### src/hw/rtl/lsh_pkg.sv
`timescale 1ns / 1ps

package lsh_pkg;

    localparam int NUM_BUCKETS  = 25;
    localparam int COUNT_WIDTH  = 32;
    localparam int NUM_CHANNELS = 2;

    localparam int NUM_ENTRIES = NUM_BUCKETS * NUM_CHANNELS;
    localparam int ADDR_W      = (NUM_ENTRIES > 1) ? $clog2(NUM_ENTRIES) : 1;
    localparam int BKT_W       = (NUM_BUCKETS > 1) ? $clog2(NUM_BUCKETS) : 1;

    localparam int SAMPLE_W  = 16;
    localparam int WIDTH_W   = 8;
    localparam int DIV_STEPS = SAMPLE_W;
    localparam int STEP_W    = $clog2(DIV_STEPS);

    localparam int CFG_IDX_W  = 1;
    localparam int CFG_DATA_W = 16;

    localparam logic [WIDTH_W-1:0]     RESET_BUCKET_WIDTH   = WIDTH_W'(20);
    localparam logic [SAMPLE_W-1:0]    RESET_SAMPLE_CEILING = SAMPLE_W'(10000);
    localparam logic [COUNT_WIDTH-1:0] COUNT_MAX            = '1;
    localparam logic [BKT_W-1:0]       LAST_BUCKET          = BKT_W'(NUM_BUCKETS - 1);

    typedef enum logic [1:0] {
        OP_ADD   = 2'd0,
        OP_QUERY = 2'd1,
        OP_HIST  = 2'd2
    } t_op;

    typedef enum logic [CFG_IDX_W-1:0] {
        CFG_BUCKET_WIDTH   = 1'b0,
        CFG_SAMPLE_CEILING = 1'b1
    } t_cfg_idx;

    typedef enum logic [3:0] {
        ST_IDLE,
        ST_UPD,
        ST_DIV,
        ST_RD,
        ST_WR,
        ST_SCAN,
        ST_SCAN_LAST,
        ST_EMIT_RD,
        ST_EMIT_LOAD,
        ST_WAIT
    } t_state;

    // one access to the bucket store per cycle: read or write at addr
    typedef struct packed {
        logic                   rd_en;
        logic                   wr_en;
        logic [ADDR_W-1:0]      addr;
        logic [COUNT_WIDTH-1:0] wr_data;
    } t_mem_cmd;

    function automatic logic [ADDR_W-1:0] entry_addr(input logic ch,
                                                     input logic [BKT_W-1:0] idx);
        logic [ADDR_W-1:0] base;
        base = ch ? ADDR_W'(NUM_BUCKETS) : '0;
        return base + ADDR_W'(idx);
    endfunction

endpackage

### src/hw/rtl/lsh_div.sv
`timescale 1ns / 1ps

// restoring divider, one quotient bit per cycle
module lsh_div import lsh_pkg::*; (
    input  logic                i_clk,
    input  logic                i_rst_n,
    input  logic                i_start,
    input  logic [SAMPLE_W-1:0] i_dividend,
    input  logic [WIDTH_W-1:0]  i_divisor,
    output logic                o_done,
    output logic [SAMPLE_W-1:0] o_quotient
);

    logic                r_busy;
    logic                r_done;
    logic [STEP_W-1:0]   r_step;
    logic [WIDTH_W-1:0]  r_rem;
    logic [SAMPLE_W-1:0] r_quo;
    logic [WIDTH_W-1:0]  r_div;

    logic [WIDTH_W:0]    w_trial;
    logic [WIDTH_W:0]    w_diff;
    logic                w_ge;
    logic [WIDTH_W-1:0]  n_rem;

    assign w_trial = {r_rem, r_quo[SAMPLE_W-1]};
    assign w_diff  = w_trial - {1'b0, r_div};
    assign w_ge    = (w_trial >= {1'b0, r_div});
    assign n_rem   = w_ge ? w_diff[WIDTH_W-1:0] : w_trial[WIDTH_W-1:0];

    always_ff @(posedge i_clk) begin
        if (!i_rst_n) begin
            r_busy <= 1'b0;
            r_done <= 1'b0;
            r_step <= '0;
        end else begin
            r_done <= 1'b0;
            if (i_start) begin
                r_busy <= 1'b1;
                r_step <= '0;
            end else if (r_busy) begin
                r_step <= r_step + STEP_W'(1);
                if (r_step == STEP_W'(DIV_STEPS - 1)) begin
                    r_busy <= 1'b0;
                    r_done <= 1'b1;
                end
            end
        end
    end

    always_ff @(posedge i_clk) begin
        if (i_start) begin
            r_rem <= '0;
            r_quo <= i_dividend;
            r_div <= i_divisor;
        end else if (r_busy) begin
            r_rem <= n_rem;
            r_quo <= {r_quo[SAMPLE_W-2:0], w_ge};
        end
    end

    assign o_done     = r_done;
    assign o_quotient = r_quo;

endmodule

### src/hw/rtl/lsh_store.sv
`timescale 1ns / 1ps

// bucket counts for all channels; entries never written read as zero
module lsh_store import lsh_pkg::*; (
    input  logic                   i_clk,
    input  logic                   i_rst_n,
    input  t_mem_cmd               i_cmd,
    output logic [COUNT_WIDTH-1:0] o_rd_data
);

    logic [COUNT_WIDTH-1:0] r_mem [NUM_ENTRIES];
    logic [NUM_ENTRIES-1:0] r_valid;
    logic [COUNT_WIDTH-1:0] r_rd_data;
    logic                   r_rd_vld;

    always_ff @(posedge i_clk) begin
        if (!i_rst_n) begin
            r_valid <= '0;
        end else if (i_cmd.wr_en) begin
            r_valid[i_cmd.addr] <= 1'b1;
        end
    end

    always_ff @(posedge i_clk) begin
        if (i_cmd.wr_en) begin
            r_mem[i_cmd.addr] <= i_cmd.wr_data;
        end
        if (i_cmd.rd_en) begin
            r_rd_data <= r_mem[i_cmd.addr];
            r_rd_vld  <= r_valid[i_cmd.addr];
        end
    end

    assign o_rd_data = r_rd_vld ? r_rd_data : '0;

endmodule

### src/hw/rtl/latency_stats_histogram.sv
`timescale 1ns / 1ps

// Latency statistics for two channels with a per-channel bucket histogram.
// One word is taken at a time; the block drops o_ready until the word is done.
// An add holds o_ready low through an update state, the steps of the shared
// serial divider that picks the bucket, a state to take the quotient, then a
// read and a write of the bucket store.
// A query gives one summary word on the cycle after accept. A histogram read
// first scans the channel's NUM_BUCKETS counts for the largest, then emits one
// word per bucket, each read, loaded and held through any output stall, since
// every count goes through the single store read port.
module latency_stats_histogram import lsh_pkg::*; (
    input  logic                   i_clk,
    input  logic                   i_rst_n,

    input  logic                   i_cfg_we,
    input  logic [CFG_IDX_W-1:0]   i_cfg_index,
    input  logic [CFG_DATA_W-1:0]  i_cfg_data,

    input  logic                   i_valid,
    output logic                   o_ready,
    input  logic [1:0]             i_operation,
    input  logic                   i_channel,
    input  logic signed [15:0]     i_sample,

    output logic                   o_valid,
    input  logic                   i_ready,
    output logic                   o_is_histogram,
    output logic [15:0]            o_current_ms,
    output logic [15:0]            o_average_ms,
    output logic [15:0]            o_minimum_ms,
    output logic [15:0]            o_maximum_ms,
    output logic [5:0]             o_bucket_index,
    output logic [31:0]            o_bucket_count,
    output logic [31:0]            o_largest_count,
    output logic                   o_last
);

    t_state r_state;
    t_state n_state;

    logic [WIDTH_W-1:0]     r_bucket_width;
    logic [SAMPLE_W-1:0]    r_sample_ceiling;

    logic [SAMPLE_W-1:0]    r_cur [NUM_CHANNELS];
    logic [SAMPLE_W-1:0]    r_avg [NUM_CHANNELS];
    logic [SAMPLE_W-1:0]    r_min [NUM_CHANNELS];
    logic [SAMPLE_W-1:0]    r_max [NUM_CHANNELS];

    t_op                    r_op;
    logic                   r_ch;
    logic [SAMPLE_W-1:0]    r_val;
    logic [BKT_W-1:0]       r_cnt;
    logic                   r_scan_pend;
    logic [COUNT_WIDTH-1:0] r_big;
    logic                   r_out_valid;

    logic                   r_is_hist;
    logic [SAMPLE_W-1:0]    r_cur_ms;
    logic [SAMPLE_W-1:0]    r_avg_ms;
    logic [SAMPLE_W-1:0]    r_min_ms;
    logic [SAMPLE_W-1:0]    r_max_ms;
    logic [5:0]             r_bkt_idx;
    logic [31:0]            r_bkt_cnt;
    logic [31:0]            r_big_cnt;
    logic                   r_last;

    logic                   w_ch_sel;
    logic signed [SAMPLE_W:0] w_x;
    logic [SAMPLE_W-1:0]    w_clamped;
    logic                   w_in_acc;
    logic                   w_out_acc;
    logic                   w_div_start;
    logic                   w_div_done;
    logic [SAMPLE_W-1:0]    w_quotient;
    logic [BKT_W-1:0]       w_bkt;
    logic [WIDTH_W-1:0]     w_divisor;
    logic [SAMPLE_W+2:0]    w_avg_sum;
    logic [COUNT_WIDTH-1:0] w_rd_data;
    logic [COUNT_WIDTH-1:0] w_inc;
    logic                   w_ready;
    t_mem_cmd               c_mem;

    // input decode: channel 0 pings are one-way and get doubled
    assign w_ch_sel  = (NUM_CHANNELS == 1) ? 1'b0 : i_channel;
    assign w_x       = (w_ch_sel == 1'b0) ? {i_sample, 1'b0}
                                          : {i_sample[SAMPLE_W-1], i_sample};
    assign w_clamped = w_x[SAMPLE_W] ? '0 :
                       (w_x[SAMPLE_W-1:0] > r_sample_ceiling) ? r_sample_ceiling
                                                              : w_x[SAMPLE_W-1:0];

    assign w_in_acc  = i_valid && w_ready;
    assign w_out_acc = r_out_valid && i_ready;

    assign w_divisor = (r_bucket_width == '0) ? WIDTH_W'(1) : r_bucket_width;
    assign w_bkt     = (w_quotient >= SAMPLE_W'(NUM_BUCKETS)) ? LAST_BUCKET
                                                             : w_quotient[BKT_W-1:0];

    // 8*avg - avg + x, then drop three bits
    assign w_avg_sum = {r_avg[r_ch], 3'b000} - {3'b000, r_avg[r_ch]}
                     + {3'b000, r_val};
    assign w_inc     = (w_rd_data == COUNT_MAX) ? w_rd_data
                                                : w_rd_data + COUNT_WIDTH'(1);

    lsh_div u_div (
        .i_clk      (i_clk),
        .i_rst_n    (i_rst_n),
        .i_start    (w_div_start),
        .i_dividend (r_val),
        .i_divisor  (w_divisor),
        .o_done     (w_div_done),
        .o_quotient (w_quotient)
    );

    lsh_store u_store (
        .i_clk     (i_clk),
        .i_rst_n   (i_rst_n),
        .i_cmd     (c_mem),
        .o_rd_data (w_rd_data)
    );

    // next state
    always_comb begin
        n_state = r_state;
        case (r_state)
            ST_IDLE: begin
                if (i_valid) begin
                    case (t_op'(i_operation))
                        OP_ADD:   n_state = ST_UPD;
                        OP_QUERY: n_state = ST_WAIT;
                        OP_HIST:  n_state = ST_SCAN;
                        default:  n_state = ST_IDLE;
                    endcase
                end
            end
            ST_UPD:       n_state = ST_DIV;
            ST_DIV:       if (w_div_done) n_state = ST_RD;
            ST_RD:        n_state = ST_WR;
            ST_WR:        n_state = ST_IDLE;
            ST_SCAN:      if (r_cnt == LAST_BUCKET) n_state = ST_SCAN_LAST;
            ST_SCAN_LAST: n_state = ST_EMIT_RD;
            ST_EMIT_RD:   n_state = ST_EMIT_LOAD;
            ST_EMIT_LOAD: n_state = ST_WAIT;
            ST_WAIT: begin
                if (w_out_acc) begin
                    if (r_op == OP_HIST && r_cnt != LAST_BUCKET) begin
                        n_state = ST_EMIT_RD;
                    end else begin
                        n_state = ST_IDLE;
                    end
                end
            end
            default:      n_state = ST_IDLE;
        endcase
    end

    // state outputs
    always_comb begin
        w_ready       = 1'b0;
        w_div_start   = 1'b0;
        c_mem.rd_en   = 1'b0;
        c_mem.wr_en   = 1'b0;
        c_mem.addr    = entry_addr(r_ch, r_cnt);
        c_mem.wr_data = w_inc;
        case (r_state)
            ST_IDLE:    w_ready = 1'b1;
            ST_UPD:     w_div_start = 1'b1;
            ST_RD:      c_mem.rd_en = 1'b1;
            ST_WR:      c_mem.wr_en = 1'b1;
            ST_SCAN:    c_mem.rd_en = 1'b1;
            ST_EMIT_RD: c_mem.rd_en = 1'b1;
            default:    w_ready = 1'b0;
        endcase
    end

    always_ff @(posedge i_clk) begin
        if (!i_rst_n) begin
            r_state          <= ST_IDLE;
            r_bucket_width   <= RESET_BUCKET_WIDTH;
            r_sample_ceiling <= RESET_SAMPLE_CEILING;
            r_op             <= OP_ADD;
            r_cnt            <= '0;
            r_scan_pend      <= 1'b0;
            r_out_valid      <= 1'b0;
            for (int c = 0; c < NUM_CHANNELS; c++) begin
                r_cur[c] <= '0;
                r_avg[c] <= '0;
                r_min[c] <= '1;
                r_max[c] <= '0;
            end
        end else begin
            r_state     <= n_state;
            r_scan_pend <= (r_state == ST_SCAN);

            if (i_cfg_we) begin
                case (t_cfg_idx'(i_cfg_index))
                    CFG_BUCKET_WIDTH:   r_bucket_width   <= i_cfg_data[WIDTH_W-1:0];
                    CFG_SAMPLE_CEILING: r_sample_ceiling <= i_cfg_data[SAMPLE_W-1:0];
                    default:            r_bucket_width   <= r_bucket_width;
                endcase
            end

            if (w_in_acc) begin
                r_op  <= t_op'(i_operation);
                r_cnt <= '0;
                if (t_op'(i_operation) == OP_QUERY) begin
                    r_out_valid <= 1'b1;
                end
            end

            if (r_state == ST_UPD) begin
                r_cur[r_ch] <= r_val;
                r_avg[r_ch] <= w_avg_sum[SAMPLE_W+2:3];
                if (r_val < r_min[r_ch]) r_min[r_ch] <= r_val;
                if (r_val > r_max[r_ch]) r_max[r_ch] <= r_val;
            end

            if (r_state == ST_DIV && w_div_done) begin
                r_cnt <= w_bkt;
            end

            if (r_state == ST_SCAN) begin
                r_cnt <= (r_cnt == LAST_BUCKET) ? '0 : r_cnt + BKT_W'(1);
            end

            if (r_state == ST_EMIT_LOAD) begin
                r_out_valid <= 1'b1;
            end

            if (w_out_acc) begin
                r_out_valid <= 1'b0;
                if (r_op == OP_HIST && r_cnt != LAST_BUCKET) begin
                    r_cnt <= r_cnt + BKT_W'(1);
                end
            end
        end
    end

    // payload
    always_ff @(posedge i_clk) begin
        if (w_in_acc) begin
            r_ch  <= w_ch_sel;
            r_val <= w_clamped;
            r_big <= '0;
            if (t_op'(i_operation) == OP_QUERY) begin
                r_is_hist <= 1'b0;
                r_cur_ms  <= r_cur[w_ch_sel];
                r_avg_ms  <= r_avg[w_ch_sel];
                r_min_ms  <= r_min[w_ch_sel];
                r_max_ms  <= r_max[w_ch_sel];
                r_bkt_idx <= '0;
                r_bkt_cnt <= '0;
                r_big_cnt <= '0;
                r_last    <= 1'b0;
            end
        end

        if (r_scan_pend && w_rd_data > r_big) begin
            r_big <= w_rd_data;
        end

        if (r_state == ST_EMIT_LOAD) begin
            r_is_hist <= 1'b1;
            r_cur_ms  <= '0;
            r_avg_ms  <= '0;
            r_min_ms  <= '0;
            r_max_ms  <= '0;
            r_bkt_idx <= 6'(r_cnt);
            r_bkt_cnt <= 32'(w_rd_data);
            r_big_cnt <= 32'(r_big);
            r_last    <= (r_cnt == LAST_BUCKET);
        end
    end

    assign o_ready         = w_ready;
    assign o_valid         = r_out_valid;
    assign o_is_histogram  = r_is_hist;
    assign o_current_ms    = r_cur_ms;
    assign o_average_ms    = r_avg_ms;
    assign o_minimum_ms    = r_min_ms;
    assign o_maximum_ms    = r_max_ms;
    assign o_bucket_index  = r_bkt_idx;
    assign o_bucket_count  = r_bkt_cnt;
    assign o_largest_count = r_big_cnt;
    assign o_last          = r_last;

    a_idle_no_word: assert property (@(posedge i_clk) disable iff (!i_rst_n)
        o_ready |-> !o_valid)
        else $error("output word pending while taking input");

    a_last_is_hist: assert property (@(posedge i_clk) disable iff (!i_rst_n)
        (o_valid && o_last) |-> o_is_histogram)
        else $error("last flag on a summary word");

    a_div_done_state: assert property (@(posedge i_clk) disable iff (!i_rst_n)
        w_div_done |-> (r_state == ST_DIV))
        else $error("divider finished outside the divide state");

    a_write_after_read: assert property (@(posedge i_clk) disable iff (!i_rst_n)
        c_mem.wr_en |-> $past(c_mem.rd_en))
        else $error("bucket write without a preceding read");

endmodule
### config.mk
export PLATFORM = sky130hd
export DESIGN_NAME = latency_stats_histogram
export DESIGN_NICKNAME = d
export VERILOG_FILES = /design/src/hw/rtl/lsh_pkg.sv /design/src/hw/rtl/lsh_div.sv /design/src/hw/rtl/lsh_store.sv /design/src/hw/rtl/latency_stats_histogram.sv
export SDC_FILE = /design/constraint.sdc
export NUM_CORES = 2
export LEC_CHECK = 0
export BUFFER_PORTS_ARGS = -buffer_cell sky130_fd_sc_hd__buf_2
export CAP_MARGIN = 20
export CORE_MARGIN = 10
export CORE_UTILIZATION = 40
export CTS_BUF_LIST = sky130_fd_sc_hd__clkbuf_4 sky130_fd_sc_hd__clkbuf_8 sky130_fd_sc_hd__clkbuf_16
export CTS_CLUSTER_DIAMETER = 200
export CTS_CLUSTER_SIZE = 28
export DETAILED_ROUTE_END_ITERATION = 10
export PLACE_DENSITY = 0.64
export SLEW_MARGIN = 20
export SYNTH_ARGS = -nofsm -noshare
export SYNTH_HDL_FRONTEND = slang
export SYNTH_SLANG_ARGS = --single-unit
### constraint.sdc
create_clock -name i_clk -period 7.92 [get_ports i_clk]
set_clock_uncertainty 0.1 [all_clocks]
set_input_delay 0.792 -clock i_clk [delete_from_list [all_inputs] [get_ports i_clk]]
set_output_delay 0.792 -clock i_clk [all_outputs]
set_load 0.05 [all_outputs]
==> impl_results.md <==
- Status: complete, no violations
- Initial antenna violation count: 24
- Core area: 212,000 um^2
- Root Buffer Master: clkbuf_16
- Vert. Die Dim: 482 um
- Port buffer count: 177
- R2R Setup Slk: 2600 ps
- Power density over the cells: 269 nW/um^2
- TritonCTS Buffers: just over 80
- Final Critical Period: 5320 ps
- Req. time, crit path: 8350 ps
- Crit-path max FO: 43
- First-pass GRT wire length: 381 mm
- Synth top area share: 0.669
- Met3 usage: 0.0676
- Clk Latency, worst-skew pair: around 800 ps
- Cell Area, Synth: 85,400 um^2
- Max clock buf depth: 3
- Drt wl/cell: 30.5 um
- Max frequency: 0.188 GHz
- Post-Route Setup TNS: 0 ps
- H-tree depth: 3
- Yosys warns: 0
- Post-CTS setup buffer count: 0
- Slew @ Worst Pin: ~1200 ps
- Sw frac: 0.331
- Post-route DRC: 0
- Hold/Removal Path Class: input pin to flip-flop
- Largest net degree at the start of global routing: 115
- VDD IR max: 0.226 mV
- Worst R2R Path Depth: 9
- Initial Utilization: 0.402
- Vias/cell: 6.13
- Count leader, synth: edfxtp_1
- CTS Hold Bufs: 0
- Yosys cell types: 83
- Startpoint Class: flip-flop
- Rows: ~170
- Clk pwr share: 0.221
- Sequential-to-total area share from yosys stat: 0.708
- Clock sinks: 2,071
- Area leader, netlist: edfxtp_1
- Hold Crit Start: i_cfg_data[8]
- Synth Area per Inst: 14.6 um^2
- Top FF cell, synth: edfxtp_1
- DR iter-0 viols: 8,905
- GRT met1 Usage: 0.321
- Drt first pass iters: 6
- CTS clk-pin slew, worst paths: 120 ps
- Share of the clock period used by the worst path after layout: 0.672
- WS Path Type: flip-flop to flip-flop
- Final setup viols: 0
- Routed Antenna Nets: 0
- Worst slew margin: 0.217
- CTS tree: built
- Syn-to-layout area delta: 9.17%
- DPL Wire Length: 169 mm
- Int Pwr: 16.8 mW
- Vias: 54,100
- # IOs: 179
- Worst reg2reg endpoint: u_store.r_rd_data[9]
- Overall Power: 25.1 mW
- Grt peak-use layer: met2
- Met2 usage: 0.327
- Die Wd: 482 um
- Unrepaired setup endpoints after global routing: no
- Filler cells: 18,700
- Gpl congestion: 0.885
- Sw power: 8.30 mW
- Final Max Tran Viols: 0
- Comb power frac: 0.254
- Synth Net Count: 6,025
- List of most frequent post-synthesis cells: edfxtp_1 (1,904), nand2_1 (591), mux2i_1 (395)
- DIE AREA: around 230,000 um^2
- Layout cells sized above 1: 0.136
- Synthesized flop and latch total: 2,071
- Hold endpoint: r_sample_ceiling[8]
- Top post-synthesis cells by area: edfxtp_1 (67%), mux2i_1 (4.6%), dfxtp_1 (3.9%), nand2_1 (2.6%), mux4_2 (1.9%)
- Critical R2R Launch: r_ch
- Async set or reset register ratio after synthesis: 0
- Vias in the first global route: ~50,000
- Sequential share of power: 0.525
- Post-cts repair resize count: 0
- Max_cap viols: 0
- Final hold vios: 0
- Worst Setup End Kind: flip-flop
- Worst endpoint data arrival time: 5750 ps
- Leak Pwr: 30.7 nW
- Gr usage total: 0.223
- Cells after Synth: 5,858
- Hold Path Depth: 3
- Aggregate routed wire length: 269 mm
- EDFF count, synth: ~1,900
- Nets@finish: 6,100
- Grt total ovfl: 0
-- cell families (layout without fill, tap and decap cells) --
group,Yosys count,after routing,share of synthesized area
AND/OR/NAND/NOR,1520,1520,0.0808
other,1,15,0.0000439
AO/OA/AOI/OAI,991,991,0.0798
multiplexers,561,561,0.0775
adder cells (fa/ha/maj),126,126,0.0197
buffers and inverters,529,656,0.0273
XOR/XNOR,59,59,0.00640
flip-flops,2071,2071,0.708
-- how the worst max path moves through the flow --
stage | cells past startpoint | start | endpoint
final | 9 | r_ch | u_store.r_rd_data[9]
after detailed placement | 9 | r_ch | u_store.r_rd_data[9]
after floorplan | 12 | u_store.r_rd_vld | u_store.r_mem[0][1]
after global routing | 9 | r_ch | u_store.r_rd_data[9]
after CTS | 9 | r_ch | u_store.r_rd_data[9]
after global placement | 8 | r_ch | u_store.r_mem[31][25]
-- power groups by stage --
stage	Sequential, mW	Clock, mW	Combinational [mW]
after floorplan	14.0	0	3.38
after global placement	13.4	0	6.15
after detailed placement	13.4	0	6.24
after CTS	13.2	5.57	6.26
after global routing	13.2	5.95	6.77
final	13.2	5.54	6.36
-- cells in the final DEF (no fill, tap or decap), drive strengths merged, types with 21 or more instances in the layout --
cell type  count
dfxtp        167
a22oi         36
edfxtp      1904
nand2        591
nand3        215
xnor2         44
buf          358
o211ai        42
mux2i        395
o21ai        140
nand4         60
o22ai        107
inv          163
nor4          46
a221oi        73
a32oi         46
ha           112
a31oi         50
a21boi        23
mux2          95
and2          22
o21a          59
a21oi        170
a21o          21
a211oi        92
nor2         352
nor3          65
and3          58
nand2b        31
clkbuf       133
mux4          71
-- sequential cells by signal, indices dropped and copies added, names as in the netlist, 32 cells and up, named ones only --
signal,cells
o_bucket_count,32
u_store.r_valid,50
r_min,32
r_cur,32
o_largest_count,32
r_max,32
r_avg,32
u_store.r_rd_data,32
u_store.r_mem,1600
r_big,32
-- metrics by stage --
step	cell area (um^2)	hold WS, ps	std cells	setup WS (ps)	utilization
after CTS	93200	99.6	8806	2740	0.439
after detailed placement	90700	352	8669	2740	0.427
final	93300	143	8820	2600	0.439
after floorplan	85400	333	5858	2410	-
after global routing	93200	136	8811	2560	0.439
after global placement	90400	346	8659	2480	0.426
-- area by class of cell --
| class | count | area, um^2 | share of cell area |
|---|---|---|---|
| Multi-Input combinational cell | 3258 | 23500 | 0.252 |
| Tap cell | 2821 | 3530 | 0.0378 |
| Clock inverter | 4 | 53.8 | 0.000577 |
| Sequential cell | 2071 | 60500 | 0.649 |
| Antenna cell | 14 | 35.0 | 0.000376 |
| Inverter | 161 | 607 | 0.00651 |
| Clock buffer | 133 | 2500 | 0.0269 |
| Timing Repair Buffer | 358 | 2530 | 0.0272 |
-- layer usage --
metal	wire length [um]	vias to the layer above
met5	85	-
met4	8830	12
met2	115000	3611
met3	37600	474
li1	-	22600
met1	108000	27400
-- worst max-delay path, cell delays in order (launching register included) --
cell	delay [ps]
edfxtp_1	630
ha_4	290
ha_4	570
buf_4	600
nand2b_2	810
buf_4	370
a21oi_1	60
nor4_1	990
o21ai_0	140
or4_1	430
Power figures use the tool's default switching activity.
